`config.mk`:
```
export PLATFORM = sky130hd
export DESIGN_NAME = tun_queue
export DESIGN_NICKNAME = d
export VERILOG_FILES = /design/src/rtl/tun_pkg.sv /design/src/rtl/tun_queue.sv
export SDC_FILE = /design/constraint.sdc
export NUM_CORES = 1
export LEC_CHECK = 0
export ABC_CLOCK_PERIOD_IN_PS = 1900
export BUFFER_PORTS_ARGS = -buffer_cell sky130_fd_sc_hd__buf_2
export CAP_MARGIN = 40
export CORE_MARGIN = 5
export CORE_UTILIZATION = 43
export CTS_CLUSTER_DIAMETER = 200
export DETAILED_ROUTE_END_ITERATION = 12
export GPL_TIMING_DRIVEN = 0
export PLACE_DENSITY = 0.64
export SYNTH_ARGS = -nofsm -noshare
export SYNTH_HDL_FRONTEND = slang
export SYNTH_SLANG_ARGS = --single-unit
```
`constraint.sdc`:
```
create_clock -name clk -period 1.9 [get_ports clk]
set_input_delay 0.095 -clock clk [delete_from_list [all_inputs] [get_ports clk]]
set_output_delay 0.095 -clock clk [all_outputs]
set_load 0.02 [all_outputs]
```
`src/rtl/tun_pkg.sv`:
```
// Shared constants and types for the triangle unit normal block.
// No dependencies; every other file of the block refers to this package.
`default_nettype none

package tun_pkg;

  // Default coordinate width of one vertex component (Q8.8).
  localparam int COORD_BITS_DEF = 16;

  // Number of normal components handled side by side.
  localparam int LANES = 3;

  // Bits of floor(2^30 * c^2 / s); the quotient never exceeds 2^30.
  localparam int QUO_BITS = 31;

  // Bits of the integer square root of that quotient (at most 2^15).
  localparam int ROOT_BITS = 16;

  // Width of one normal component on the result channel (Q2.14).
  localparam int OUT_BITS = 16;

  // Entries of the queue between the front and the back.
  localparam int Q_DEPTH = 4;

  // Queue status seen by the front and the back.
  typedef struct packed {
    logic full;
    logic empty;
  } q_stat_t;

endpackage

`default_nettype wire

```
`src/rtl/tun_queue.sv`:
```
// Short register queue that decouples the front from the back.
// Depends on tun_pkg.
`default_nettype none

module tun_queue #(
  parameter int W = 8
) (
  input  wire logic         clk,
  input  wire logic         rst_n,
  input  wire logic         push,
  input  wire logic [W-1:0] wdata,
  input  wire logic         pop,
  output logic [W-1:0]      rdata,
  output tun_pkg::q_stat_t  stat
);

  localparam int D  = tun_pkg::Q_DEPTH;
  localparam int AW = $clog2(D);

  logic [W-1:0]  mem_r [D];
  logic [AW-1:0] wr_r, rd_r;
  logic [AW:0]   cnt_r;

  always_ff @(posedge clk) begin
    if (push) begin
      mem_r[wr_r] <= wdata;
    end
  end

  always_ff @(posedge clk) begin
    if (!rst_n) begin
      wr_r  <= '0;
      rd_r  <= '0;
      cnt_r <= '0;
    end else begin
      if (push) begin
        wr_r <= wr_r + 1'b1;
      end
      if (pop) begin
        rd_r <= rd_r + 1'b1;
      end
      if (push && !pop) begin
        cnt_r <= cnt_r + 1'b1;
      end else if (pop && !push) begin
        cnt_r <= cnt_r - 1'b1;
      end
    end
  end

  assign rdata      = mem_r[rd_r];
  assign stat.full  = (cnt_r == (AW + 1)'(D));
  assign stat.empty = (cnt_r == '0);

endmodule

`default_nettype wire

```
==> Implementation_results.wiki <==
{| class="wikitable"
! Metric !! Value
|-
| WL/cell || 14.18 um
|-
| Main combinational cell family by area after synthesis || multiplexers
|-
| Start point of the worst min-delay path || wdata[4]
|-
| Reg-to-Reg Start || cnt_r[0]
|-
| Kind of launch point of the worst setup path || flop
|-
| Number of instances in the synthesized netlist || 85
|-
| Critical path capture point type || primary output
|-
| Final number of hold-violating endpoints || 0
|-
| Number of nets in the synthesized netlist || 103
|-
| Antenna cells || 0
|-
| Largest voltage drop on the vdd net || 570.8 uV
|-
| Boundary Pins || 22
|-
| XOR/XNOR share of the synthesized area || 2.732%
|-
| Most frequently used cell type in the post-synthesis netlist || edfxtp_1
|-
| Max-cap violations || 0
|-
| FFs w/ async S/R, synth || 0%
|-
| Max transition margin || 70.15%
|-
| Run status || finished clean
|-
| Ratio of cells with drive above 1 in the final layout || 33.33%
|-
| Number of cells on the worst reg-to-reg path || 4
|-
| Multiplexer share of the synthesized area || 12.49%
|-
| Clock tree from TritonCTS || built
|-
| Worst EP arrival || 1470 ps
|-
| Clock net sink count || 41
|-
| First drt pass iteration count || 4
|-
| Starting DRT DRC Count || 33
|-
| Critical Setup Path Class || flop to primary output
|-
| Hold slack || 18.35 ps
|-
| Number of global-route vias before repair || 816
|-
| Cts-stage hold buffer count || 0
|-
| Top FF cell, synth || edfxtp_1
|-
| Number of fill cells in the layout || 332
|-
| Register cell area after layout || 1141 um^2
|-
| Max Root-Sink Buffers || 2
|-
| Port Buffers || 21
|-
| H-tree depth reported by CTS || 2
|-
| Fraction of synthesized cell area taken by the top area cell type || 59.95%
|-
| Clock-pin transition on the worst setup and hold timing paths || 70 ps
|-
| Seq/Total Area, Yosys || 71.19%
|-
| Post-detailed-placement half-perimeter wirelength || 1597 um
|-
| Largest cells by area after synthesis || edfxtp_1, dfxtp_1, mux4_2
|-
| Standard-cell rows || 22
|-
| DRC violations left || 0
|-
| Endpoint required time on the critical path || 1800 ps
|-
| Number of register bits inferred by synthesis || 41
|-
| Compound-cell area share of the yosys netlist || 0.7806%
|-
| Clock buffer count from CTS || 5
|-
| Max Transition Viols Final || 0
|-
| Adder and majority cell fraction of the synthesized area || 5.152%
|-
| Final setup violation count || 0
|-
| Setup_tns || 0 ps
|-
| Total setup buffers inserted after CTS || 0
|-
| Highest net fanout along the worst path || 8
|-
| Most used standard cells in the synthesized netlist || edfxtp_1, and2_1, dfxtp_1, mux4_2, ha_1
|-
| Routed via count divided by cell count || 4.765
|-
| Number of synthesized flops with an enable pin || 32
|-
| Relative area change from synthesis to final layout || 17.02%
|-
| Standard cell core area || 3633 um^2
|-
| Timing-limited maximum frequency || 639.4 MHz
|-
| Library cell with the largest summed area after synthesis || edfxtp_1
|-
| RePlAce Congestion || 0.7045
|-
| Synth warn || 0
|-
| Total area of multi-input combinational cells || 430.4 um^2
|-
| Maximum number of pins on one net before global-route repair || 14
|-
| Number of nets at the end of the flow || 131
|-
| Global-route wire length before repair || 3864 um
|-
| Worst-Margin Slew || 447.8 ps
|-
| Clock skew after layout || 8.061 ps
|-
| Post-layout utilization of the core || 51.62%
|-
| Floorplan die width || 71.05 um
|-
| Period Utilization, post-route || 82.31%
|-
| Global route overflow || 0
|-
| Vias post-DR || 772
|-
| Floorplan die height || 71.05 um
|-
| Post-Synthesis Mean Instance Area || 18.86 um^2
|-
| Count of cells along the worst hold path || 1
|-
| Antenna violations before repair || 0
|-
| GR Util All Layers || 10.74%
|-
| Buffer cell driving the clock tree root || clkbuf_8
|-
| Power per unit of standard cell area || 1051 nW/um^2
|-
| Type of the worst min-delay path || primary input to flop
|-
| Unrepaired setup endpoints after global routing || no
|-
| Shortest clock period the worst path allows after layout || 1564 ps
|-
| Number of nets with antenna violations after routing || 0
|-
| Netlist cell types || 19
|-
| Routed wire length || 2297 um
|-
| Count of cells resized by post-cts repair || 0
|-
| Post-synthesis share of cell area spent on and, or, nand and nor gates || 5.699%
|-
| Leakage dissipation || 0.6904 nW
|-
| Area of the mapped netlist || 1603 um^2
|-
| Die Outline Area || 5048 um^2
|-
| Clock insertion delay at the later pin of the skew report || 290 ps
|-
| Initial core utilization || 44.11%
|}
## metal layers
layer | track usage (%) | share of wire (%)
met5 | 0 | 0
met4 | 7.516 | 1.8
met3 | 3.835 | 5.7
met2 | 16.99 | 51
met1 | 12.04 | 41
## cells by family (layout without fill, tap and decap cells)
kind of cell	after synthesis	in the layout
flip-flops	41	41
AND/OR/NAND/NOR	15	15
multiplexers	10	10
AO/OA/AOI/OAI	2	2
buffers and inverters	6	35
XOR/XNOR	5	5
adder cells (fa/ha/maj)	6	6
## sequential cells by signal, indices dropped and copies added, names as in the netlist, named ones only
signal / cells
mem_r: 32
cnt_r: 3
rd_r: 2
wr_r: 2
## worst max-delay path: stages (launching register included)
cell	delay, ps
dfxtp_1	330
buf_6	170
mux4_2	510
buf_2	170
## final timing paths
kind                 endpoint  slack, ps
setup / recovery     rdata[3]        340
setup reg to reg     cnt_r[2]        390
hold / removal    mem_r[2][4]         20
hold reg to reg      cnt_r[2]        510
## power by group
part | internal (mW) | total, mW | leakage (nW) | switching (mW)
combinational | 0.120 | 0.262 | 0.267 | 0.142
clock | 0.389 | 0.657 | 0.0552 | 0.268
sequential | 1.02 | 1.05 | 0.368 | 0.0276
## through the flow
| step | power [mW] | cells | area, um^2 | worst slack, ps |
|---|---|---|---|---|
| floorplan | 1.252 | 85 | 1603 | 487.9 |
| global placement | 1.330 | 154 | 1768 | 367.7 |
| detailed placement | 1.341 | 154 | 1768 | 282.3 |
| CTS | 2.001 | 162 | 1876 | 295.9 |
| global route | 2.075 | 162 | 1876 | 262.0 |
| finish | 1.971 | 162 | 1876 | 336.1 |
## layout by cell type, fill, tap and decap left out
cell	instances
xor2_1	3
inv_1	4
and2_1	9
bufinv_16	1
ha_1	5
buf_6	1
o21ai_0	1
or3_1	1
clkbuf_2	1
clkinv_2	1
mux2i_1	2
fa_1	1
nand2_1	1
mux4_2	8
buf_2	21
a21boi_1	1
dfxtp_1	9
nor3b_1	1
nor2b_1	2
clkbuf_1	1
nor3_1	1
clkbuf_8	5
edfxtp_1	32
xnor2_1	2
## final cells by class
cell class,count,share of cell area [%]
well taps,48,3.202
clock inverters,2,1.868
repair buffers,21,5.604
inverters,4,0.8005
clock buffers,6,3.869
plain buffers,2,0.8672
multi-input cells,38,22.95
flip-flops and latches,41,60.84
Note: power is estimated with default switching activity, not from simulation.
